**config.mk**
```make
export PLATFORM = sky130hd
export DESIGN_NAME = cps_smul
export DESIGN_NICKNAME = d
export VERILOG_FILES = /design/src/rtl/cps_pkg.sv /design/src/rtl/cps_smul.sv
export SDC_FILE = /design/constraint.sdc
export NUM_CORES = 1
export LEC_CHECK = 0
export ABC_AREA = 1
export BUFFER_PORTS_ARGS = -buffer_cell sky130_fd_sc_hd__buf_4
export CAP_MARGIN = 0
export CORE_UTILIZATION = 40
export CTS_CLUSTER_DIAMETER = 100
export DETAILED_ROUTE_END_ITERATION = 16
export GPL_TIMING_DRIVEN = 0
export PLACE_DENSITY = 0.7
export SYNTH_ARGS = -nofsm -noshare
export SYNTH_HDL_FRONTEND = slang
export SYNTH_SLANG_ARGS = --single-unit
```
**constraint.sdc**
```tcl
create_clock -name clock -period 5.7 [get_ports clock]
set_input_delay 0.285 -clock clock [delete_from_list [all_inputs] [get_ports clock]]
set_output_delay 0.285 -clock clock [all_outputs]
set_load 0.02 [all_outputs]
```
**src/rtl/cps_pkg.sv**
```systemverilog
`timescale 1ns / 1ps
package cps_pkg;

   // Sizing defaults and fixed field widths
   localparam int MAX_POINTS_DEF  = 4096;
   localparam int STACK_DEPTH_DEF = 64;
   localparam int COORD_W         = 16;
   localparam int EPS_W           = 16;
   localparam int VIDX_W          = 12;

   // Shared multiplier: 17x17 signed
   localparam int MUL_W  = COORD_W + 1;
   localparam int PROD_W = 2 * MUL_W;
   // Serial multiplier operand width (cross magnitude, squared chord length, eps squared)
   localparam int SMUL_W = PROD_W;

   // Register map
   localparam int               CSR_ADDR_W   = 2;
   localparam logic [CSR_ADDR_W-1:0] CSR_EPS_ADDR = 2'd0;
   localparam logic [EPS_W-1:0] EPS_RESET    = 16'd256;

   typedef struct packed {
      logic signed [COORD_W-1:0] point_x;
      logic signed [COORD_W-1:0] point_y;
      logic                      last_point;
   } req_type;

   typedef struct packed {
      logic signed [COORD_W-1:0] vertex_x;
      logic signed [COORD_W-1:0] vertex_y;
      logic [VIDX_W-1:0]         vertex_index;
      logic                      last_vertex;
      logic                      overflow;
   } rsp_type;

endpackage

```
**src/rtl/cps_smul.sv**
```systemverilog
`timescale 1ns / 1ps
// Shift-add multiplier, unsigned, one multiplier bit per cycle.
module cps_smul import cps_pkg::*; (
   input  logic                  clock,
   input  logic                  reset,
   input  logic                  start,
   input  logic [SMUL_W-1:0]     op_a,
   input  logic [SMUL_W-1:0]     op_b,
   output logic                  done,
   output logic [2*SMUL_W-1:0]   product
);
   localparam int STEP_W = $clog2(SMUL_W + 1);

   logic [2*SMUL_W-1:0] acc_ff, acc_in;
   logic [2*SMUL_W-1:0] a_ff, a_in;
   logic [SMUL_W-1:0]   b_ff, b_in;
   logic                run_ff, run_in;
   logic                done_ff, done_in;
   logic [STEP_W-1:0]   step_ff, step_in;

   always_comb begin
      acc_in  = acc_ff;
      a_in    = a_ff;
      b_in    = b_ff;
      run_in  = run_ff;
      step_in = step_ff;
      done_in = 1'b0;
      if (start) begin
         acc_in  = '0;
         a_in    = {{SMUL_W{1'b0}}, op_a};
         b_in    = op_b;
         run_in  = 1'b1;
         step_in = '0;
      end else if (run_ff) begin
         if (b_ff[0]) acc_in = acc_ff + a_ff;
         a_in    = {a_ff[2*SMUL_W-2:0], 1'b0};
         b_in    = {1'b0, b_ff[SMUL_W-1:1]};
         step_in = STEP_W'(step_ff + 1'b1);
         if (step_ff == STEP_W'(SMUL_W - 1)) begin
            run_in  = 1'b0;
            done_in = 1'b1;
         end
      end
   end

   always_ff @(posedge clock) begin
      if (reset) begin
         run_ff  <= 1'b0;
         done_ff <= 1'b0;
      end else begin
         run_ff  <= run_in;
         done_ff <= done_in;
      end
      acc_ff  <= acc_in;
      a_ff    <= a_in;
      b_ff    <= b_in;
      step_ff <= step_in;
   end

   assign done    = done_ff;
   assign product = acc_ff;

endmodule

```
# --- Yosys cells after proc, flatten, opt, wreduce, memory -nomap -nowiden ---
# Cells that the tools add are included.
word_totals:
  regBits: 178
  inputBits: 71
  out_inout_bits: 69
  elab_cells: 22
op_classes:
  n_addsub: 2
  n_eq_ne: 1
  n_mux: 8
  n_bitwise: 1
  reduce_logical: 3
ops:
  columns: ["operator", "n"]
  rows:
  - ["$mux 34", 4]
  - ["$add 68x68->68", 1]
  - ["$add 6x1->6 const B", 1]
  - ["$eq 6x6->1 const B", 1]
  - ["$mux 1", 4]
  - ["$reduce_or 3->1", 1]
  - ["$reduce_and 2->1", 1]
  - ["$reduce_bool 2->1", 1]
  - ["$not 1->1", 1]

# --- Longest topological paths before layout ---
# Gate-level depths: netlist (run 1).
logic_depth:
  ltp_word: 4
  ltp_mapped: 17
  depth_no_buf: 17

# --- Least setup slack after synthesis (run 1) ---
# Ideal clock, no wire load.
synth_timing:
  kind: "input port to flip-flop"
  start: "in start"
  end: "reg a_ff[0], enable pin"
  arrival_ps: 2828
  required_ps: 5241
  slack_ps: 2413
  cell_stages: 4
  n_path_buf: 2
  cell_sequence: "clkbuf_1 > inv_2 > nand2_1 > clkbuf_1"
synth_between:
  elab_chain_len: 1
synth_rtl:
  columns: ["element", "line", "text"]
  rows:
  - ["start: declaration", "cps_smul.sv:6", "input logic start,"]
  - ["$reduce_bool 2->1 (no line)", null, null]
  - ["end signal: assignment", "cps_smul.sv:55", "a_ff <= a_in;"]
  - ["end: declaration", "cps_smul.sv:15", "logic [2*SMUL_W-1:0] a_ff, a_in;"]
# No other way between the ends.
# A chain may end at the register's enable or synchronous reset.

# --- Final worst setup path (run 1) ---
layout_timing:
  start: "reg a_ff[0]"
  end: "reg acc_ff[46], in the netlist product[46]"
layout_between:
  elab_chain_len: 1
layout_rtl:
  columns: ["element", "line", "text"]
  rows:
  - ["$add 68x68->68", "cps_smul.sv:35", "if (b_ff[0]) acc_in = acc_ff + a_ff;"]
  - ["end signal: assignment", "cps_smul.sv:54", "acc_ff <= acc_in;"]
  - ["end: declaration", "cps_smul.sv:14", "logic [2*SMUL_W-1:0] acc_ff, acc_in;"]
# No other way between the ends.

==> impl_metrics.py, run 1 <==
metrics = {
    "clocking": {
        "clockRootBuffer": "clkbuf_16",
        "cts.path.max_buffers": 2,
        "cts_buffers": 17,
        "cts_tree": "done",
        "cts_resized": 0,
        "clk_pin_slew_ns": 0.07,
        "htreeDepth": 4,
        "clkLatencyLatePin_ns": 0.46,
        "post_cts_buffers": 0,
        "cts.sinks": 178,
    },
    "floorplan": {
        "die_y_um": 180,
        "core_um2": 30900,
        "fp.dieW_um": 180,
        "start_util_pct": 41.1,
        "dieArea_um2": 32400,
        "pin_count": 140,
        "rows": 64,
    },
    "sta": {
        "maxSlewHeadroom_pct": 50.3,
        "fin_crit_ns": 2.81,
        "setup_viol": 0,
        "hold_violations": 0,
        "fmax_ghz": 0.356,
        "period_share_pct": 49.3,
        "rsz0062_at_grt": "no",
        "tns_ns": 0,
        "clock_skew_ns": 0.0160,
        "slew_viol_final": 0,
        "tightest_slew_ns": 0.746,
    },
    "yosys": {
        "synthDistinctLibCells": 34,
        "ys_seq_elements": 178,
        "postSynthAreaPerCell_um2": 6.41,
        "synth_cells": 1979,
        "yosys_warnings": 0,
        "syn_area_um2": 12700,
        "synth_fp_nets": 2120,
        "synth-edff-count": 68,
        "synthArstFlopShare_pct": 0,
        "seq_area_frac_synth_pct": 33.4,
        "yosys_most_used_dff": "dfxtp_1",
    },
    "place": {
        "dp_hpwl_um": 33100,
        "post-place-cells": 2514,
        "io_buffer_count": 138,
        "routabilityCongestion": 0.997,
    },
    "run": {
        "max_cap_viol_count": 0,
    },
    "power": {
        "pwr-share-clk_pct": 34.4,
        "ir_drop_uv": 207,
        "leakagePower_nw": 7.63,
        "seq_power_share_pct": 42.9,
        "power_frac_comb_pct": 22.7,
        "p_per_area_nw_per_um2": 233,
        "intPower_mw": 2.30,
        "switching_share_pct": 33.4,
        "p_switching_mw": 1.15,
    },
    "setup_path": {
        "required_ns": 6.06,
        "cpMostUsedCell": "nand2_1",
        "crit_type": "reg -> reg",
        "crit_chain": "ha_1, fa_1, nand3_1, nand3_2, nand2_1, nand2_1, nand3_1, nand2_1, nand2_1, nand2_1, nand2_1, nand2_1, nand2_1, nand3_1, nand2_1, inv_1",
        "worstSetupEndpointType": "flop",
        "cpMaxStageDelayCell": "fa_1",
        "start_kind": "flop",
        "path_max_fanout": 3,
        "cp.arrival_ns": 3.17,
        "cp_slowest_stage_delay_ns": 0.48,
    },
    "cells_and_area": {
        "nets": 2279,
        "instances_no_fill": 2547,
        "drive_gt1_share_pct": 15.0,
        "area_delta_synth_final_pct": 17.0,
        "antenna_cells": 0,
    },
    "route": {
        "vias": 12477,
        "antenna_left": 0,
        "vias_per_cell": 4.90,
        "drt_iter0_drc": 807,
        "wire_per_inst_um": 15.8,
        "wl_um": 40300,
        "dr.pass1.iters": 6,
        "drc": 0,
    },
    "global_route": {
        "antenna_found_initial": 0,
        "first_global_vias": 11860,
        "grt.total_usage_pct": 25.2,
        "grt_max_degree": 66,
        "grt_overflow": 0,
        "grt_first_pass_wirelength_um": 63200,
    },
    "status": {
        "outcome": "finished, final reports clean",
    },
    "hold_path": {
        "min_path_type": "in -> reg",
    },
}
## critical path: cells and delay by family (launching register included)
| kind | cells | cell delay [ns] |
|---|---|---|
| flip-flops | 1 | 0.40 |
| AND/OR/NAND/NOR | 13 | 1.53 |
| buffers and inverters | 1 | 0.03 |
| adder cells (fa/ha/maj) | 2 | 0.74 |
## synthesized netlist by cell type, types with 2 or more instances
| cell | count | area share [%] |
|---|---|---|
| nor2_4 | 10 | 0.89 |
| buf_1 | 3 | 0.089 |
| clkinv_1 | 2 | 0.059 |
| o21ai_0 | 65 | 2.6 |
| nand3_1 | 74 | 2.9 |
| nor3_2 | 4 | 0.32 |
| o21ai_2 | 3 | 0.21 |
| xor2_1 | 34 | 2.3 |
| inv_1 | 310 | 9.2 |
| a21oi_2 | 8 | 0.55 |
| ha_1 | 69 | 6.8 |
| edfxtp_1 | 68 | 16 |
| o22ai_1 | 33 | 1.6 |
| nand2_2 | 34 | 1.7 |
| a21oi_1 | 85 | 3.4 |
| dfxtp_1 | 110 | 17 |
| nand4_1 | 11 | 0.54 |
| nor4_2 | 3 | 0.30 |
| nand2_1 | 641 | 19 |
| nand3_2 | 11 | 0.87 |
| o21ai_1 | 25 | 0.99 |
| nand3b_1 | 2 | 0.12 |
| nor3_1 | 11 | 0.43 |
| buf_2 | 9 | 0.35 |
| nor2_1 | 240 | 7.1 |
| nor2_2 | 20 | 0.99 |
| clkbuf_1 | 32 | 0.95 |
| o21bai_1 | 9 | 0.53 |
| inv_2 | 48 | 1.4 |
## worst paths after layout
check	cells after the start	from	to	slack, ns
max	16	a_ff[0]	product[46]	2.89
min	3	op_b[33]	b_ff[33]	0.08
max reg2reg	16	a_ff[0]	product[46]	2.89
min reg2reg	2	a_ff[64]	a_ff[64]	0.50
## metal layers
layer  vias to the layer above  global-route usage [%]  wire length (um)  part of all wire (%)
met5                         -                       0                 0                     0
met4                         0                    6.77               700                   1.7
met3                        35                    4.06              2520                   6.3
met2                       304                    39.8             17700                    44
met1                      5692                    35.4             19300                    48
li1                       6446                       -                 -                     -
## power by group through the flow
stage               clock network, mW  logic [mW]  registers (mW)
floorplan                           0       0.479            1.54
global placement                    0       0.763            1.51
detailed placement                  0       0.778            1.51
CTS                              1.21       0.783            1.48
global route                     1.25       0.874            1.50
finish                           1.19       0.786            1.48
## layout make-up
type	instances	area [um^2]
well taps	396	495
multi-input cells	1397	6920
flip-flops and latches	178	4240
clock buffers	19	454
clock inverters	13	130
fillers	3260	16100
repair buffers	140	1070
plain buffers	44	180
inverters	360	1350
## cell usage in the layout (no fill, tap or decap), drive strengths merged, types with 2 or more instances in the layout
master	synthesis	final
nor4	3	3
nand3	85	85
inv	358	367
nand3b	2	2
ha	69	69
dfxtp	110	110
o22ai	33	33
edfxtp	68	68
clkinv	2	5
o21ai	93	93
o21bai	9	9
buf	12	151
nor3	15	15
nand2	676	676
a21oi	93	93
nand4	11	11
nor2	270	270
xor2	34	34
clkbuf	32	51
## logic make-up (layout without fill, tap and decap cells)
logic type               count (synthesis)  count (layout)  share of synthesized area (%)
buffers and inverters                  404             576                           12.0
flip-flops                             178             178                           33.4
XOR/XNOR                                35              35                           2.42
AND/OR/NAND/NOR                       1062            1062                           35.2
AO/OA/AOI/OAI                          230             230                           9.94
adder cells (fa/ha/maj)                 70              70                           6.96
## sequential cells by signal, indices dropped and copies added (netlist names)
| signal | flops |
|---|---|
| step_ff | 6 |
| b_ff | 34 |
| a_ff | 68 |
| product | 68 |
| done | 1 |
| run_ff | 1 |
## through the flow
step                power, mW  setup slack (ns)  hold slack, ns  instance area, um^2  util [%]
finish                   3.46              2.89          0.0811                14800      48.0
global route             3.62              2.79          0.0843                14800      48.0
CTS                      3.48              2.96          0.0692                14800      48.0
detailed placement       2.29              3.00           0.465                14300      46.1
global placement         2.28             0.682           0.463                14200      46.0
floorplan                2.02              2.41           0.364                12700         -
## what timing repair did
action,4_1_cts,5_1_grt
setup endpoints to repair,0,0
hold buffers,1,0
hold endpoints to repair,1,0
Note: power is estimated with default switching activity, not from simulation.
==> run 2: changes to the inputs <==
Settings changed: PLACE_DENSITY 0.7 to 0.72.
Clock period 5.7 ns to 2.4 ns, I/O delays scaled along.
==> impl_metrics.py, run 2 (synthesized netlist as in run 1, its figures left out) <==
metrics = {
    "status": {
        "outcome": "finished, final reports clean",
    },
    "place": {
        "io_buffer_count": 138,
        "place_area_um2": 14300,
        "post-place-cells": 2514,
        "routabilityCongestion": 0.977,
        "detailedPlace.worstSlack_ns": -0.277,
        "dp_hpwl_um": 33100,
    },
    "route": {
        "dr.pass1.iters": 7,
        "vias": 13107,
        "vias_per_cell": 5.00,
        "wl_um": 43000,
        "drt_iter0_drc": 988,
        "antenna_left": 0,
        "drc": 0,
        "wire_per_inst_um": 16.4,
    },
    "sta": {
        "setup_viol": 0,
        "hold_violations": 0,
        "rsz0062_at_grt": "yes",
        "hold_ws_ns": 0.399,
        "fin_crit_ns": 2.33,
        "slew_viol_final": 0,
        "fmax_ghz": 0.429,
        "setup_ws_ns": 0.0693,
        "clock_skew_ns": 0.0192,
        "tightest_slew_ns": 0.773,
        "maxSlewHeadroom_pct": 48.5,
        "tns_ns": 0,
        "period_share_pct": 97.1,
    },
    "clocking": {
        "cts.path.max_buffers": 2,
        "cts_tree": "done",
        "cts_buffers": 17,
        "cts.sinks": 178,
        "clk_pin_slew_ns": 0.09,
        "clkLatencyLatePin_ns": 0.46,
        "clockRootBuffer": "clkbuf_16",
        "htreeDepth": 4,
    },
    "global_route": {
        "grt.total_usage_pct": 26.3,
        "grt_overflow": 0,
        "antenna_found_initial": 0,
        "grt_first_pass_wirelength_um": 66300,
        "first_global_vias": 12446,
        "grt_max_degree": 66,
    },
    "setup_path": {
        "timing.rr.end": "product[61]",
        "worstSetupEndpointType": "flop",
        "path_max_fanout": 4,
        "crit_type": "reg -> reg",
        "r2r_slack_ns": 0.07,
        "reg2reg_depth": 11,
        "required_ns": 2.75,
        "start_kind": "flop",
        "reg2reg_from": "product[40]",
        "cp.arrival_ns": 2.68,
        "crit_path_start": "product[40]",
    },
    "power": {
        "finalPower_mw": 8.68,
        "leakagePower_nw": 8.09,
        "ir_drop_uv": 464,
        "p_per_area_nw_per_um2": 538,
    },
    "floorplan": {
        "pin_count": 140,
        "rows": 64,
        "dieArea_um2": 32400,
        "start_util_pct": 41.1,
        "die_y_um": 180,
        "fp.dieW_um": 180,
        "core_um2": 30900,
    },
    "cells_and_area": {
        "fin_util_pct": 52.2,
        "antenna_cells": 0,
        "final_cell_mix": "nand2_1 (613), inv_1 (310), nor2_1 (231)",
        "nets": 2355,
        "drive_gt1_share_pct": 19.0,
        "instances_no_fill": 2623,
        "fillers": 3052,
        "final_cell_area_um2": 16100,
        "regArea_um2": 4240,
        "final_common_cell": "nand2_1",
        "multiInputGateArea_um2": 7420,
        "area_delta_synth_final_pct": 27.2,
    },
    "run": {
        "max_cap_viol_count": 0,
    },
    "hold_path": {
        "whs_endpoint": "done",
        "min_from": "reset",
        "min_path_cells": 3,
        "min_path_type": "in -> reg",
    },
}
==> run 2: cell count changes in the layout (fill, tap and decap cells not counted), moves of 14 or more <==
cell           previous run  this run
dlygate4sd3_1             1        69
nand2_1                 641       613
ha_1                     69        47
nand2_2                  34        54
a21oi_1                  85        66
a21oi_2                   8        24
ha_4                      0        14
==> run 2: per-layer routing <==
metal  routed length [um]  GRT usage, %  share of wire (%)  vias to the layer above
met5                    0             0                  0                        -
met4                  600          6.19                1.4                        0
met3                 2630          4.22                6.1                       36
met2                19500          42.8                 45                      377
met1                20200          36.5                 47                     6099
li1                     -             -                  -                     6595
==> run 2: worst max path at each step <==
stage | endpoint | cells after the start | slack [ns]
floorplan | product[36] | 16 | 0.27
global placement | a_ff[22] | 4 | -0.81
detailed placement | product[62] | 16 | -0.28
CTS | product[60] | 12 | 0.0008
global route | product[56] | 14 | -0.03
finish | product[61] | 11 | 0.07
==> run 2: power by group <==
group,switching [mW],leakage [nW],internal (mW)
Clock,1.39,0.308,1.62
Sequential,0.165,1.60,3.38
Combinational,1.31,6.18,0.809
==> run 2: cell type report <==
type,instances,share of cell area (%)
plain buffers,44,1.13
clock buffers,18,2.72
clock inverters,14,1.15
inverters,360,8.38
multi-input cells,1397,46.0
flip-flops and latches,178,26.3
well taps,396,3.07
repair buffers,216,11.2
==> run 2: worst max-delay path, cell delays in order (launching register included) <==
cell and delay, ns:
dfxtp_1 0.40, ha_2 0.34, a21oi_2 0.25, o21ai_1 0.17, a21oi_1 0.23, nand2_1 0.21
a21oi_1 0.28, nand2_1 0.09, nand2_1 0.06, nand3_1 0.07, nand2_1 0.07, inv_1 0.03
==> run 2: timing repair <==
action,in CTS,in global routing
endpoints found under the setup margin,17,38
setup buffers,1,7
hold buffers,69,0
resized for setup,19,93
hold endpoints to repair,70,0
pin swaps,1,8
cloned,0,0
==> run 3: changes to the inputs <==
Settings changed: CORE_MARGIN from default to 3.
==> impl_metrics.py, run 3 (synthesized netlist as in run 1, its figures left out) <==
metrics = {
    "status": {
        "outcome": "finished, final reports clean",
    },
    "setup_path": {
        "reg2reg_depth": 16,
        "path_delay_family": "simple AND/OR/NAND/NOR gates",
        "start_kind": "flop",
        "cpMaxStageDelayCell": "edfxtp_1",
        "cp_slowest_stage_delay_ns": 0.45,
        "crit_chain": "ha_4, buf_4, nand3_1, nand3_2, nand2_1, nand3_2, nand2_1, nand2_1, nand2_1, nand2_2, nand2_1, nand2_1, nand2_1, nand3_1, nand2_1, inv_1",
        "cp.buffers_inverters": 2,
        "worstSetupEndpointType": "flop",
        "required_ns": 2.76,
        "cpMostUsedCell": "nand2_1",
        "cp_num_cells": 16,
        "cp.arrival_ns": 2.69,
        "path_max_fanout": 4,
        "crit_type": "reg -> reg",
    },
    "route": {
        "wl_um": 43500,
        "antenna_left": 0,
        "dr.pass1.iters": 5,
        "vias_per_cell": 4.96,
        "wire_per_inst_um": 16.6,
        "vias": 13023,
        "drc": 0,
        "drt_iter0_drc": 878,
    },
    "floorplan": {
        "start_util_pct": 41.1,
        "dieArea_um2": 33900,
        "pin_count": 140,
        "rows": 64,
        "fp.dieW_um": 184,
        "die_y_um": 184,
        "core_um2": 30900,
    },
    "global_route": {
        "first_global_vias": 12699,
        "grt_max_degree": 68,
        "grt.total_usage_pct": 25.6,
        "grt_first_pass_wirelength_um": 67200,
        "grt_overflow": 0,
        "antenna_found_initial": 0,
    },
    "clocking": {
        "cts_buffers": 17,
        "cts_tree": "done",
        "clockRootBuffer": "clkbuf_16",
        "cts.sinks": 178,
        "htreeDepth": 4,
        "cts.path.max_buffers": 2,
        "clk_pin_slew_ns": 0.07,
        "clkLatencyLatePin_ns": 0.47,
    },
    "cells_and_area": {
        "fin_util_pct": 52.3,
        "final_common_cell": "nand2_1",
        "drive_gt1_share_pct": 19.0,
        "final_cell_mix": "nand2_1 (619), inv_1 (310), nor2_1 (232)",
        "antenna_cells": 0,
        "nets": 2359,
        "area_delta_synth_final_pct": 27.4,
        "instances_no_fill": 2627,
    },
    "power": {
        "leakagePower_nw": 8.08,
        "p_per_area_nw_per_um2": 533,
        "ir_drop_uv": 506,
    },
    "hold_path": {
        "min_path_cells": 3,
        "min_path_type": "in -> reg",
    },
    "sta": {
        "period_share_pct": 96.9,
        "fmax_ghz": 0.430,
        "fin_crit_ns": 2.33,
        "hold_violations": 0,
        "rsz0062_at_grt": "yes",
        "slew_viol_final": 0,
        "setup_ws_ns": 0.0736,
        "clock_skew_ns": 0.0168,
        "maxSlewHeadroom_pct": 50.2,
        "setup_viol": 0,
        "tightest_slew_ns": 0.748,
    },
    "run": {
        "max_cap_viol_count": 0,
    },
    "place": {
        "dp_hpwl_um": 33800,
        "detailedPlace.worstSlack_ns": -0.322,
        "routabilityCongestion": 1.00,
        "post-place-cells": 2514,
        "io_buffer_count": 138,
    },
}
## run 3: worst register-to-register path, delay by kind of cell, from the launching register on
family	cells	cell delay [ns]
fa+ha+maj	1	0.20
buf+inv	2	0.17
flops	1	0.45
simple gates	13	1.41
## run 3: report_power, final
part	total, mW	leakage (nW)	internal (mW)	switching (mW)
clock	2.94	0.297	1.54	1.39
sequential	3.54	1.60	3.38	0.166
combinational	2.13	6.19	0.820	1.31
## run 3: final timing paths
path                            startpoint     endpoint  slack (ns)
worst max-delay path               a_ff[0]  product[47]        0.07
worst min register to register    a_ff[55]     a_ff[55]        0.50
worst min-delay path                 reset         done        0.39
worst max register to register     a_ff[0]  product[47]        0.07
## run 3: area by class of cell
cell class / instances / area [um^2]
multi-input cells: 1397 / 7430
inverters: 360 / 1350
clock buffers: 18 / 450
flip-flops and latches: 178 / 4240
clock inverters: 14 / 155
fillers: 3074 / 14700
plain buffers: 44 / 183
repair buffers: 220 / 1860
well taps: 396 / 495
## run 3: timing repair
action | 4_1_cts | 5_1_grt
endpoints found under the setup margin | 16 | 33
gates resized for setup | 16 | 95
endpoints found under the hold margin | 70 | 0
pin swaps | 1 | 14
setup buffers | 1 | 11
hold buffers | 69 | 0
## run 3: metal layers
layer | global-route usage [%] | wire length (um)
met5 | 0 | 0
met4 | 7.23 | 871
met3 | 4.16 | 2850
met2 | 41.2 | 19400
met1 | 35.7 | 20400
## run 3: through the flow
step / setup TNS, ns / power (mW) / cell area, um^2 / hold WS [ns]
after global routing: -0.335 / 9.00 / 16200 / 0.393
after CTS: -0.00434 / 8.47 / 15600 / 0.362
after floorplan: 0 / 4.79 / 12700 / 0.199
after detailed placement: -1.96 / 5.44 / 14300 / 0.304
final: 0 / 8.61 / 16200 / 0.390
after global placement: -57.67 / 5.40 / 14200 / 0.301
