**config.mk**
```make
export PLATFORM = sky130hd
export DESIGN_NAME = cps_divider
export DESIGN_NICKNAME = d
export VERILOG_FILES = /design/src/rtl/cps_pkg.sv /design/src/rtl/cps_divider.sv
export SDC_FILE = /design/constraint.sdc
export NUM_CORES = 1
export LEC_CHECK = 0
export ABC_AREA = 1
export BUFFER_PORTS_ARGS = -buffer_cell sky130_fd_sc_hd__buf_2
export CORE_MARGIN = 2
export CORE_UTILIZATION = 45
export CTS_CLUSTER_DIAMETER = 120
export DETAILED_ROUTE_END_ITERATION = 7
export PLACE_DENSITY_LB_ADDON = 0.15
export SKIP_LAST_GASP = 1
export SYNTH_ARGS = -nofsm -noshare
export SYNTH_HDL_FRONTEND = slang
export SYNTH_SLANG_ARGS = --single-unit
```
**constraint.sdc**
```tcl
create_clock -name clock -period 4.4 [get_ports clock]
set_input_delay 0.88 -clock clock [delete_from_list [all_inputs] [get_ports clock]]
set_output_delay 0.88 -clock clock [all_outputs]
set_load 0.03 [all_outputs]
```
**src/rtl/cps_pkg.sv**
```systemverilog
`timescale 1ns / 1ps
package cps_pkg;

   // Sizing defaults and fixed field widths
   localparam int MAX_POINTS_DEF  = 4096;
   localparam int STACK_DEPTH_DEF = 64;
   localparam int COORD_W         = 16;
   localparam int EPS_W           = 16;
   localparam int VIDX_W          = 12;

   // Shared multiplier: 17x17 signed
   localparam int MUL_W  = COORD_W + 1;
   localparam int PROD_W = 2 * MUL_W;
   // Serial multiplier operand width (cross magnitude, squared chord length, eps squared)
   localparam int SMUL_W = PROD_W;

   // Register map
   localparam int               CSR_ADDR_W   = 2;
   localparam logic [CSR_ADDR_W-1:0] CSR_EPS_ADDR = 2'd0;
   localparam logic [EPS_W-1:0] EPS_RESET    = 16'd256;

   typedef struct packed {
      logic signed [COORD_W-1:0] point_x;
      logic signed [COORD_W-1:0] point_y;
      logic                      last_point;
   } req_type;

   typedef struct packed {
      logic signed [COORD_W-1:0] vertex_x;
      logic signed [COORD_W-1:0] vertex_y;
      logic [VIDX_W-1:0]         vertex_index;
      logic                      last_vertex;
      logic                      overflow;
   } rsp_type;

endpackage

```
**src/rtl/cps_divider.sv**
```systemverilog
`timescale 1ns / 1ps
// Restoring divider, one quotient bit per cycle, truncates toward zero.
module cps_divider import cps_pkg::*; #(
   parameter int MAX_POINTS = MAX_POINTS_DEF
) (
   input  logic                               clock,
   input  logic                               reset,
   input  logic                               start,
   input  logic signed [COORD_W+$clog2(MAX_POINTS)-1:0] dividend,
   input  logic [$clog2(MAX_POINTS):0]        divisor,
   output logic                               done,
   output logic signed [COORD_W-1:0]          quotient
);
   localparam int IDX_W = $clog2(MAX_POINTS);
   localparam int CNT_W = IDX_W + 1;
   localparam int SUM_W = COORD_W + IDX_W;
   localparam int STEP_W = $clog2(SUM_W + 1);

   logic [CNT_W-1:0]  rem_ff, rem_in;
   logic [SUM_W-1:0]  quo_ff, quo_in;
   logic [CNT_W-1:0]  div_ff, div_in;
   logic              neg_ff, neg_in;
   logic              run_ff, run_in;
   logic              done_ff, done_in;
   logic [STEP_W-1:0] step_ff, step_in;
   logic [CNT_W:0]    rem_sh;
   logic [SUM_W-1:0]  quo_neg;

   // One shift-and-subtract step per cycle
   always_comb begin
      rem_in  = rem_ff;
      quo_in  = quo_ff;
      div_in  = div_ff;
      neg_in  = neg_ff;
      run_in  = run_ff;
      step_in = step_ff;
      done_in = 1'b0;
      rem_sh  = {rem_ff, quo_ff[SUM_W-1]};
      if (start) begin
         rem_in  = '0;
         quo_in  = dividend[SUM_W-1] ? SUM_W'(-dividend) : SUM_W'(dividend);
         div_in  = divisor;
         neg_in  = dividend[SUM_W-1];
         run_in  = 1'b1;
         step_in = '0;
      end else if (run_ff) begin
         if (rem_sh >= {1'b0, div_ff}) begin
            rem_in = CNT_W'(rem_sh - {1'b0, div_ff});
            quo_in = {quo_ff[SUM_W-2:0], 1'b1};
         end else begin
            rem_in = rem_sh[CNT_W-1:0];
            quo_in = {quo_ff[SUM_W-2:0], 1'b0};
         end
         step_in = STEP_W'(step_ff + 1'b1);
         if (step_ff == STEP_W'(SUM_W - 1)) begin
            run_in  = 1'b0;
            done_in = 1'b1;
         end
      end
   end

   always_ff @(posedge clock) begin
      if (reset) begin
         run_ff  <= 1'b0;
         done_ff <= 1'b0;
      end else begin
         run_ff  <= run_in;
         done_ff <= done_in;
      end
      rem_ff  <= rem_in;
      quo_ff  <= quo_in;
      div_ff  <= div_in;
      neg_ff  <= neg_in;
      step_ff <= step_in;
   end

   assign quo_neg  = SUM_W'(-quo_ff);
   assign done     = done_ff;
   assign quotient = neg_ff ? quo_neg[COORD_W-1:0] : quo_ff[COORD_W-1:0];

endmodule

```
# ---- Word level (Yosys, flattened, before mapping)
# Index checks and enable logic that the tools add are counted.
dict set report word_totals {
  register_bits 62
  latchBits 0
  ramBits 0
  rom_bits 0
  out_inout_bits 17
  word_cells 26
  mem_count 0
}
dict set report op_classes {
  n_addsub 4
  n_mul 0
  div_mod_pow 0
  n_lt_le_gt_ge 1
  n_eq_ne 1
  shifts 0
  n_mux 10
  bitwise_logic 1
  n_reduce_logical 2
}
# operator count
set op_table {}
lappend op_table {{$mux W28} 3}
lappend op_table {{$neg A28 Y28} 1}
lappend op_table {{$mux W16} 1}
lappend op_table {{$neg A16 Y16} 1}
lappend op_table {{$ge A14 B13 Y1} 1}
lappend op_table {{$mux W13} 1}
lappend op_table {{$sub A13 B13 Y13} 1}
lappend op_table {{$add A5 B1 Y5 const B} 1}
lappend op_table {{$eq A5 B5 Y1 const B} 1}
lappend op_table {{$mux W1} 5}
lappend op_table {{$reduce_or A3 Y1} 1}
lappend op_table {{$reduce_bool A2 Y1} 1}
lappend op_table {{$not A1 Y1} 1}

# ---- Logic depth before layout (Yosys ltp)
# Gate-level depths: netlist of run 1.
dict set report depth {
  ltp_word 4
  ltp_mapped 12
  mapped_depth_nobuf 12
}

# ---- Least setup slack after synthesis of run 1
# OpenSTA, ideal clock, no wires.
dict set report synth_path {
  kind {register to output}
  start {reg quo_ff[0]}
  end {out quotient[14]}
  arrival_ns 1.621
  required_time_ns 3.520
  slack_ns 1.899
  path_stages_with_launch 9
  path_buffers 0
  cell_sequence {edfxtp_1 > inv_1 > ha_1 > nand4_1 > inv_1 > nand4_1 > nand2_1 > o21ai_0 > xor2_1}
}
dict set report synth_between {
  elab_chain_len 2
}
# element line_no
set synth_lines {}
lappend synth_lines {{start, declared} cps_divider.sv:20} ;# logic [SUM_W-1:0] quo_ff, quo_in;
lappend synth_lines {{start signal, assigned} cps_divider.sv:71} ;# quo_ff <= quo_in;
lappend synth_lines {{$neg A16 Y16} cps_divider.sv:77} ;# assign quo_neg = SUM_W'(-quo_ff);
lappend synth_lines {{$mux W16} cps_divider.sv:79} ;# assign quotient = neg_ff ? quo_neg[COORD_W-1:0] : quo_ff[COORD_W-1:0];
lappend synth_lines {{end, declared} cps_divider.sv:12} ;# output logic signed [COORD_W-1:0] quotient
# No other way between the ends.

# ---- Final worst setup path of run 1
dict set report layout_path {
  start {reg quo_ff[4]}
  end {out quotient[14]}
}
# Same word-level chain as after synthesis.

==> metrics.md, run 1 <==
| Metric | Value |
|---|---|
| Drt first-iter violations | 127 |
| Post-CTS Setup Bufs | 0 |
| Count leader, synth | nand2_1 |
| Via count | 4012 |
| Top_reg_cell synth | edfxtp_1 |
| Post-Route Utilization | 51.78% |
| WHS Endpoint | rem_ff[4] |
| Core Footprint | 0.009684 sq mm |
| Pins Over Slew Limit | 0 |
| Placer Congestion | 0.8684 |
| Clock Sinks | 62 |
| Syn avg cell area | 7.273 sq um |
| Final Cycle Share | 65.58% |
| Hold WC Path Type | reg2reg |
| Largest net degree at the start of global routing | 35 |
| Max_slew headroom | 31.59% |
| CTS root buffer | clkbuf_8 |
| Detail Placement HPWL | 7840 microns |
| FMAX | 346.6 MHz |
| Fin crit period | 2.885 ns |
| Total negative setup slack | 0 ns |
| GRT Overall Usage | 21.05% |
| RSZ-0062 raised after global routing | false |
| IO buf count | 60 |
| Reg-to-Reg End | quo_ff[0] |
| Leak pwr | 2.487 nW |
| Share of cells above drive strength 1 | 15.67% |
| First-pass GRT wire length | 17430 microns |
| CTS tree | yes |
| Ys async rst share | 0% |
| Count of final setup violators | 0 |
| CP top delay family | simple AND/OR/NAND/NOR gates |
| Clock slew at reported path FFs | 0.07 ns |
| DRT Pass-1 Iters | 4 |
| CP max stage delay | 0.47 ns |
| CTS H-Tree Depth | 3 |
| CP cell instances | nor2_1 -> nand4_1 -> inv_1 -> nand4_1 -> nand2_1 -> o21ai_0 -> xor2_1 -> buf_2 |
| Arr. time, crit path | 2.01 ns |
| Clock tree buffer depth | 2 |
| WP buf/inv | 2 |
| Crit path max-delay cell type | edfxtp_1 |
| Hold Crit Depth | 2 |
| CTS Hold Bufs | 0 |
| Number of flops mapped to enable cells by yosys | 42 |
| Vias per cell | 4.996 |
| Nets@finish | 726 |
| Synth Register Bits | 62 |
| Worst Path Max Fanout | 4 |
| Area share of the largest cell type after synthesis | 28.47% |
| Critical path class | reg2out |
| TritonCTS Buffers | 9 |
| R2R Setup Slk | 2.01 ns |
| Final-report hold violation count | 0 |
| R2r worst-path depth | 10 |
| Startpoint Class | flop |
| Die W | 103.2 microns |
| Io pins | 61 |
| Initial Utilization | 45.74% |
| Most used cell along the critical path | nand4_1 |
| Run status | finished, final reports clean |
| Sequential-to-total area share from yosys stat | 37.51% |
| Initial antenna violation count | 0 |
| Drt total wl | 10290 microns |
| Post-synthesis cell type count | 38 |
| Clk Latency, worst-skew pair | 0.34 ns |
| Synthesized instance count | 609 |
| Grt ovf | 0 |
| Routed len/inst | 12.81 microns |
| Pwr dens | 308.5 mW/mm^2 |
| Vias in the first global route | 3700 |
| Syn nets | 670 |
| CP Capture Type | primary output |
| Filler instances | 974 |
| Cts repair resizes | 0 |
| Diodes inserted | 0 |
| Post-Syn Area | 0.004429 sq mm |
| Most frequent cells after synthesis | nand2_1, inv_1, nand3_1 |
| Clock skew | 0.01010 ns |
| Detail Route Antenna Nets | 0 |
| Area Overhead vs Synth | 13.22% |
| Die height | 103.2 microns |
| MaxCap Viol Count | 0 |
| Worst r2r src | quo_ff[27] |
| DRC | 0 |
| Row count | 36 |
| Required time of the worst setup path | 3.52 ns |
| Synth warn | 0 |
| DIE AREA | 0.01065 sq mm |
| Largest area contributor in the netlist | edfxtp_1 |
| Peak VDD IR | 0.0001621 V |
| Least-Margin Pin Slew | 1.022 ns |
| Hold Startpoint | rem_ff[4] |
| Largest cells by area after synthesis | edfxtp_1, nand2_1, dfxtp_1 |
==> through the flow <==
| stage | hold WS [ns] | setup WS [ns] | instance area, sq um | total power [mW] | std cells |
|---|---|---|---|---|---|
| finish | 0.4780 | 1.515 | 5015 | 1.547 | 803 |
| global route | 0.4968 | 1.247 | 5015 | 1.635 | 803 |
| CTS | 0.4799 | 1.504 | 5015 | 1.565 | 803 |
| detailed placement | 0.4682 | 1.678 | 4823 | 1.061 | 787 |
| global placement | 0.4483 | 1.686 | 4823 | 1.055 | 787 |
| floorplan | 0.4400 | 1.899 | 4429 | 0.9536 | 609 |
==> sequential cells by signal, indices dropped and copies added, names as in the netlist <==
register  flops
done          1
step_ff       5
neg_ff        1
run_ff        1
quo_ff       28
rem_ff       13
div_ff       13
==> routing by layer <==
layer | track usage [%] | up-vias | part of all wire [%]
met2 | 34.97 | 94 | 47
met3 | 4.839 | 9 | 5.0
li1 | - | 2078 | -
met5 | 0 | - | 0
met4 | 5.668 | 0 | 1.1
met1 | 27.77 | 1831 | 47
==> where the power goes <==
| group | leakage, nW | switching, mW | internal (mW) |
|---|---|---|---|
| logic | 1.81 | 0.227 | 0.112 |
| clock network | 0.0940 | 0.224 | 0.275 |
| registers | 0.586 | 0.0334 | 0.676 |
==> layout by cell type (no fill, tap or decap), types with 2 or more instances in the layout <==
master,instances
nand4_1,26
nand2_2,8
nand3b_1,2
nor2_2,8
dfxtp_1,20
clkbuf_8,10
o31ai_1,2
buf_2,60
o21ai_0,34
ha_1,16
nand3_1,49
a31oi_1,6
nand2_1,172
clkbuf_1,2
nor4_1,2
nor3_1,3
nor2_1,37
inv_1,98
edfxtp_1,42
clkinv_1,2
a21oi_1,11
inv_2,4
xor2_1,24
buf_4,3
nand3_2,3
o211ai_1,4
xnor2_1,9
==> worst max-delay path by stage <==
stage / from / cells after the start / endpoint
2_1_floorplan: quo_ff[0] / 8 / quotient[14]
3_3_place_gp: start / 5 / quo_ff[23]
3_5_place_dp: start / 5 / quo_ff[24]
4_1_cts: quo_ff[4] / 8 / quotient[14]
5_1_grt: quo_ff[4] / 8 / quotient[14]
6_report: quo_ff[4] / 8 / quotient[14]
==> tightest hold or removal path: stages (launching register included) <==
cell	delay [ns]
dfxtp_1	0.33
nand2_1	0.06
nand2_1	0.04
==> cell families (layout without fill, tap and decap cells) <==
logic type	after synthesis	in the layout	synth area share, %
adders and majority gates	17	17	4.972
DFF	62	62	37.51
xor gates and xnor gates	33	33	6.525
AOI/OAI and AO/OA	61	61	7.797
buffers and inverters	121	182	10.88
and+or+nand+nor	315	315	32.32
==> layout make-up <==
| type | instances | area [sq um] | area share, % |
|---|---|---|---|
| repair buffers | 63 | 322.8 | 6.437 |
| clock buffers | 12 | 145.1 | 2.894 |
| well taps | 133 | 166.4 | 3.318 |
| clock inverters | 4 | 46.29 | 0.9232 |
| flip-flops and latches | 62 | 1662 | 33.13 |
| multi-input cells | 426 | 2286 | 45.58 |
| inverters | 103 | 386.6 | 7.710 |
Power figures use the tool's default switching activity.
==> inputs of run 2 (changes only) <==
ABC_AREA = 0   (was 1)
clock period = 3 ns   (was 4.4 ns; I/O delays follow)
==> run 2 against run 1 <==
- the run now ends with negative setup slack left
- sequential power rose by 52%
- die area is 10% lower
- register-to-register slack worse by 1.7 ns
==> metrics.md, run 2 <==
| Metric | Value |
|---|---|
| Run status | finished with violations |
| Failing checks | negative setup slack |
| Largest area contributor in the netlist | edfxtp_1 |
| Register area | 0.001662 sq mm (unchanged) |
| Drt total wl | 8263 microns (-20%) |
| Vias per cell | 5.353 (+7.1%) |
| Switching Power | 0.7390 mW (+53%) |
| Syn avg cell area | 9.531 sq um (+31%) |
| Worst r2r src | div_ff[9] |
| Grt ovf | 0 (unchanged) |
| Leak pwr | 1.850 nW (-26%) |
| Nets@finish | 537 (-26%) |
| Count of final setup violators | 2 (+2) |
| Clock skew | 0.01176 ns (+0.001658 ns) |
| Clk network pwr share | 26.6% (-5.6 points) |
| Synth Register Bits | 62 (unchanged) |
| Count leader, synth | nor2_1 |
| Detail Placement HPWL | 6059 microns (-23%) |
| Required time of the worst setup path | 2.40 ns (-1.12 ns) |
| Most frequent cells after synthesis | nor2_1, edfxtp_1, nand2_1 |
| Area occupied by multi-input gates | 0.002167 sq mm (-5.2%) |
| Largest net degree at the start of global routing | 34 (-2.9%) |
| Sequential-to-total area share from yosys stat | 41.91% (+4.4 points) |
| Least-Margin Pin Slew | 0.8131 ns (-0.2094 ns) |
| Worst Path Max Fanout | 3 (-1) |
| Hold slack | 0.4303 ns (-0.04765 ns) |
| Post-route insts no fill | 589 (-27%) |
| Final-report hold violation count | 0 (unchanged) |
| DIE AREA | 0.009579 sq mm (-10%) |
| Clock slew at reported path FFs | 0.07 ns (about the same) |
| Post-Syn Area | 0.003965 sq mm (-10%) |
| Critical path origin | quo_ff[1] |
| Startpoint Class | flop |
| # placed instances | 570 (-28%) |
| Top Registers | quo_ff: 28 flops, div_ff: 13 flops, rem_ff: 13 flops |
| Placer Congestion | 0.8465 (-2.5%) |
| Io pins | 61 (unchanged) |
| Die W | 97.87 microns (-5.2%) |
| Largest cells by area after synthesis | edfxtp_1, dfxtp_1, xnor2_1 |
| Top reg by flops | quo_ff |
| Reg-to-Reg End | rem_ff[11] |
| Gate power share | 27.2% (+5.3 points) |
| Clock Sinks | 62 (unchanged) |
| Hold Crit Depth | 1 (-1) |
| GRT Overall Usage | 17.83% (-3.2 points) |
| CTS H-Tree Depth | 3 (unchanged) |
| Clk Latency, worst-skew pair | 0.34 ns (about the same) |
| Area Overhead vs Synth | 15.84% |
| IO buf count | 60 (unchanged) |
| Initial antenna violation count | 0 (unchanged) |
| DRT Pass-1 Iters | 4 (unchanged) |
| MaxCap Viol Count | 0 (unchanged) |
| Max_slew headroom | 45.72% (+14 points) |
| R2R Setup Slk | 0.34 ns (-1.67 ns) |
| Drt first-iter violations | 171 (+35%) |
| CTS root buffer | clkbuf_8 |
| DRC | 0 (unchanged) |
| Hold Startpoint | divisor[10] |
| RSZ-0062 raised after global routing | true |
| Int Power | 1.597 mW (+50%) |
| Number of flops mapped to enable cells by yosys | 42 (unchanged) |
| Finished Cell Area | 0.004593 sq mm (-8.4%) |
| Flop pwr share | 46.3% (+0.4 points) |
| Row count | 34 (-5.6%) |
| R2r worst-path depth | 8 (-2) |
| Via count | 3153 (-21%) |
| Synth warn | 0 (unchanged) |
| TritonCTS Buffers | 9 (unchanged) |
| Hold WC Path Type | in2reg |
| Peak VDD IR | 0.0002197 V (+36%) |
| Area share of the largest cell type after synthesis | 31.81% (+3.3 points) |
| Die height | 97.87 microns (-5.2%) |
| FMAX | 323.9 MHz |
| Max reg flops | 28 (unchanged) |
| Final Cycle Share | 102.9% |
| Arr. time, crit path | 2.49 ns (+0.48 ns) |
| Critical path class | reg2out |
| Pwr dens | 508.7 mW/mm^2 (+65%) |
| Detail Route Antenna Nets | 0 (unchanged) |
| Diodes inserted | 0 (unchanged) |
| Vias in the first global route | 3034 (-18%) |
| CP Capture Type | primary output |
| Filler instances | 843 (-13%) |
| Sw frac | 31.63% (+0.35 points) |
| Share of cells above drive strength 1 | 21.62% (+5.9 points) |
| Synthesized instance count | 416 (-32%) |
| First-pass GRT wire length | 13930 microns (-20%) |
| Initial Utilization | 45.91% (+0.18 points) |
| Syn nets | 477 (-29%) |
| Commonest non-fill, non-tap cell in the layout | buf_2 |
| Core Footprint | 0.008636 sq mm (-11%) |
| Post-Route Utilization | 53.19% (+1.4 points) |
| Routed len/inst | 14.03 microns (+9.5%) |
| Post-DP Area | 0.004348 sq mm (-9.9%) |
| CTS tree | yes |
| Post-route worst setup slack | -0.08774 ns (-1.602 ns) |
| Post-synthesis cell type count | 56 (+47%) |
| Ys async rst share | 0% (unchanged) |
| Clock tree buffer depth | 2 (unchanged) |
| Top_reg_cell synth | edfxtp_1 |
| WHS Endpoint | div_ff[10] |
| Most frequent cells in the layout | buf_2, nor2_1, edfxtp_1 |
| Pins Over Slew Limit | 0 (unchanged) |
| Fin crit period | 3.088 ns |
## run 2: cell types whose count changed in the layout (fill, tap and decap cells not counted), sizes merged, moves of 8 or more
cell / previous run / this run
mux2: 0 / 10
nand4: 27 / 5
inv: 102 / 24
nand3: 53 / 5
nand2b: 0 / 11
o31ai: 2 / 10
o21ai: 35 / 22
nand2: 180 / 31
a21oi: 12 / 28
xnor2: 9 / 26
## run 2: how the worst max path moves through the flow
stage	cells after the start	slack [ns]	end
global placement	7	0.16	quotient[13]
finish	7	-0.09	quotient[13]
CTS	7	-0.06	quotient[13]
detailed placement	7	0.1	quotient[13]
global route	7	-0.16	quotient[13]
floorplan	6	0.29	quotient[13]
## run 2: layout make-up
type	instances	share of cell area, %
inverters	24	1.961
clock buffers	14	3.323
flip-flops and latches	62	36.18
multi-input cells	310	47.18
clock inverters	2	0.1907
well taps	108	2.942
repair buffers	69	8.227
## run 2: power groups by stage
stage	logic (mW)	registers, mW	clock network [mW]
2_1_floorplan	0.480	1.07	0
3_3_place_gp	0.613	1.09	0
3_5_place_dp	0.622	1.09	0
4_1_cts	0.636	1.08	0.642
5_1_grt	0.706	1.09	0.683
6_report	0.635	1.08	0.620
## run 2: logic make-up after synthesis
logic type               after synthesis  synth area share [%]
XOR/XNOR                              51                 11.27
adder cells (fa/ha/maj)               17                 5.554
AND/OR/NAND/NOR                      130                 15.84
AO/OA/AOI/OAI                         96                 16.35
multiplexers                          16                 4.355
buffers and inverters                 44                 4.733
flip-flops                            62                 41.91
## run 2: layer usage
layer / wire [microns] / GRT usage [%] / up-vias
met2: 3619 / 26.66 / 60
met5: 0 / 0 / -
met3: 426 / 4.295 / 8
met4: 78 / 6.197 / 0
met1: 4138 / 25.34 / 1468
li1: - / - / 1617
## run 2: critical path, cell delays in order (launching register included)
cell and delay [ns]:
edfxtp_1 0.42, nor3_2 0.21, nand2_1 0.09, or3_4 0.34, or4_4 0.47, o41ai_4 0.25
xnor2_1 0.18, buf_4 0.20
## run 2: stage by stage
step	TNS (ns)	setup slack [ns]	power (mW)
5_1_grt	-0.6167	-0.1644	2.483
4_1_cts	-0.1088	-0.06167	2.359
6_report	-0.1103	-0.08774	2.336
2_1_floorplan	0	0.2903	1.548
3_5_place_dp	0	0.09836	1.714
3_3_place_gp	0	0.1645	1.701
## run 2: timing repair
item,in CTS,in global routing
hold buffers,0,0
setup endpoints to repair,3,6
resized for setup,9,4
setup buffers,2,1
pin swaps,2,0
==> inputs of run 3 (changes only) <==
==> constraint.sdc (replaced) <==
create_clock -name clock -period 3 [get_ports clock]
set_input_delay 0.45 -clock clock [delete_from_list [all_inputs] [get_ports clock]]
set_output_delay 0.45 -clock clock [all_outputs]
set_load 0.03 [all_outputs]
==> run 3 against run 2 <==
- the run now ends clean
- combinational power decreased by 2%
- clock-buffer cell count unchanged
- non-clock buffer count decreased by 3
- via count is 0.86% lower
- register-to-register slack better by 0.02 ns
- final area fell by 0.87%
- critical path depth did not move
- sequential share of layout area up 0.32 points
- clock skew decreased by 0.0024 ns
- critical endpoint unchanged
==> metrics.md, run 3 (synthesized netlist as in run 2, its figures left out) <==
| Metric | Value |
|---|---|
| CTS Hold Bufs | 0 (unchanged) |
| Largest net degree at the start of global routing | 60 (+76%) |
| Die height | 97.87 microns (unchanged) |
| Area occupied by multi-input gates | 0.002153 sq mm (-0.63%) |
| Fin crit period | 2.895 ns (-0.1924 ns) |
| Routing usage on met2 | 25.45% (-1.2 points) |
| Critical path class | reg2out |
| Hold Startpoint | divisor[8] |
| Vias per cell | 5.334 (-0.35%) |
| CTS H-Tree Depth | 3 (unchanged) |
| MaxCap Viol Count | 0 (unchanged) |
| Clock slew at reported path FFs | 0.07 ns (about the same) |
| Via count | 3126 (-0.86%) |
| Commonest non-fill, non-tap cell in the layout | buf_2 |
| CTS root buffer | clkbuf_8 |
| Top reg by flops | quo_ff |
| Register area | 0.001662 sq mm (unchanged) |
| Pwr dens | 506.8 mW/mm^2 (-0.37%) |
| Final Cycle Share | 96.51% (-6.4 points) |
| Io pins | 61 (unchanged) |
| Run status | finished, final reports clean |
| Placer Congestion | 0.8321 (-1.7%) |
| Reg-to-Reg End | rem_ff[10] |
| Diodes inserted | 0 (unchanged) |
| Clock skew | 0.009380 ns (-0.002379 ns) |
| GR peak layer | met2 |
| Clock Sinks | 62 (unchanged) |
| Initial antenna violation count | 0 (unchanged) |
| Core Footprint | 0.008636 sq mm (unchanged) |
| CTS tree | yes |
| FMAX | 345.4 MHz (+6.6%) |
| DRT Pass-1 Iters | 6 (+2) |
| Most frequent cells in the layout | buf_2, nor2_1, edfxtp_1 |
| R2R Setup Slk | 0.36 ns (+0.02 ns) |
| Startpoint Class | flop |
| Least-Margin Pin Slew | 0.7989 ns (-0.01412 ns) |
| Die W | 97.87 microns (unchanged) |
| Max_slew headroom | 46.66% (+0.94 points) |
| Hold Crit Depth | 1 (unchanged) |
| Count of final setup violators | 0 (-2) |
| IO buf count | 60 (unchanged) |
| First-pass GRT wire length | 13510 microns (-3.0%) |
| Nets@finish | 534 (-0.56%) |
| # placed instances | 567 (-0.53%) |
| Worst Path Max Fanout | 4 (+1) |
| Filler instances | 838 (-0.59%) |
| Hold slack | 0.2841 ns (-0.1462 ns) |
| Leak pwr | 1.832 nW (-0.99%) |
| Clk Latency, worst-skew pair | 0.34 ns (about the same) |
| Max reg flops | 28 (unchanged) |
| Peak VDD IR | 0.0002861 V (+30%) |
| Clock tree buffer depth | 2 (unchanged) |
| Grt ovf | 0 (unchanged) |
| Row count | 34 (unchanged) |
| R2r worst-path depth | 10 (+2) |
| Routed len/inst | 13.91 microns (-0.86%) |
| Area Overhead vs Synth | 14.83% |
| Drt first-iter violations | 127 (-26%) |
| Grt met3 use | 2.720% (-1.6 points) |
| Drt total wl | 8150 microns (-1.4%) |
| Vias in the first global route | 2870 (-5.4%) |
| Detail Placement HPWL | 5803 microns (-4.2%) |
| Share of cells above drive strength 1 | 20.92% (-0.70 points) |
| Arr. time, crit path | 2.45 ns (-0.04 ns) |
| DIE AREA | 0.009579 sq mm (unchanged) |
| Detail Route Antenna Nets | 0 (unchanged) |
| GRT Overall Usage | 17.40% (-0.43 points) |
| Post-route insts no fill | 586 (-0.51%) |
| DRC | 0 (unchanged) |
| TritonCTS Buffers | 9 (unchanged) |
| WHS Endpoint | div_ff[8] |
| Required time of the worst setup path | 2.55 ns (+0.15 ns) |
| Met1 Use GR | 25.00% (-0.34 points) |
| Pins Over Slew Limit | 0 (unchanged) |
| Initial Utilization | 45.91% (unchanged) |
| Worst r2r src | quo_ff[27] |
| RSZ-0062 raised after global routing | true |
| CP Capture Type | primary output |
| Hold WC Path Type | in2reg |
| Final-report hold violation count | 0 (unchanged) |
| Top Registers | quo_ff: 28 flops, div_ff: 13 flops, rem_ff: 13 flops |
[run 3: changes by cell type in the layout (fill, tap and decap cells not counted), sizes merged]
cell and delta:
clkbuf -1, buf -2
[run 3: how the worst max path moves through the flow]
stage	from	endpoint	slack, ns
global route	quo_ff[0]	quotient[13]	-0.03
floorplan	quo_ff[0]	quotient[13]	0.44
global placement	dividend[6]	quo_ff[26]	0.30
detailed placement	quo_ff[0]	quotient[13]	0.25
finish	quo_ff[0]	quotient[13]	0.10
CTS	quo_ff[0]	quotient[15]	-0.02
[run 3: per-layer routing]
metal / up-vias / part of all wire (%) / routed length [microns]
li1: 1614 / - / -
met1: 1435 / 51 / 4126
met2: 64 / 43 / 3510
met3: 13 / 4.2 / 345
met4: 0 / 2.1 / 168
met5: - / 0 / 0
[run 3: area by class of cell]
type | count | share of cell area (%)
Clock inverter | 2 | 0.2198
Multi-Input combinational cell | 310 | 47.29
Inverter | 24 | 1.979
Clock buffer | 14 | 3.133
Tap cell | 108 | 2.968
Timing Repair Buffer | 66 | 7.914
Sequential cell | 62 | 36.49
[run 3: what timing repair did]
action	4_1_cts	5_1_grt
setup endpoints to repair	2	3
pin swaps	0	0
resized for setup	2	5
buffers inserted	0	3
[run 3: power by group]
part	internal, mW	switching [mW]	total (mW)
Clock	0.299	0.304	0.603
Sequential	1.01	0.0717	1.08
Combinational	0.261	0.363	0.624
Total	1.57	0.739	2.31
[run 3: worst max-delay path: stages (launching register included)]
cell and delay (ns):
edfxtp_1 0.44, nor3_2 0.20, nand2_1 0.09, or3_4 0.33
or4_4 0.46, o41ai_4 0.23, xnor2_1 0.17, buf_4 0.19
[run 3: metrics by stage]
stage / cell area, sq um / power [mW] / util, % / setup TNS, ns / setup slack [ns]
final: 4553 / 2.308 / 52.72 / 0 / 0.1046
after floorplan: 3965 / 1.548 / - / 0 / 0.4403
after global placement: 4338 / 1.701 / 50.23 / 0 / 0.3004
after CTS: 4501 / 2.315 / 52.12 / -0.03431 / -0.02359
after detailed placement: 4338 / 1.709 / 50.23 / 0 / 0.2497
after global routing: 4553 / 2.445 / 52.72 / -0.06233 / -0.03329
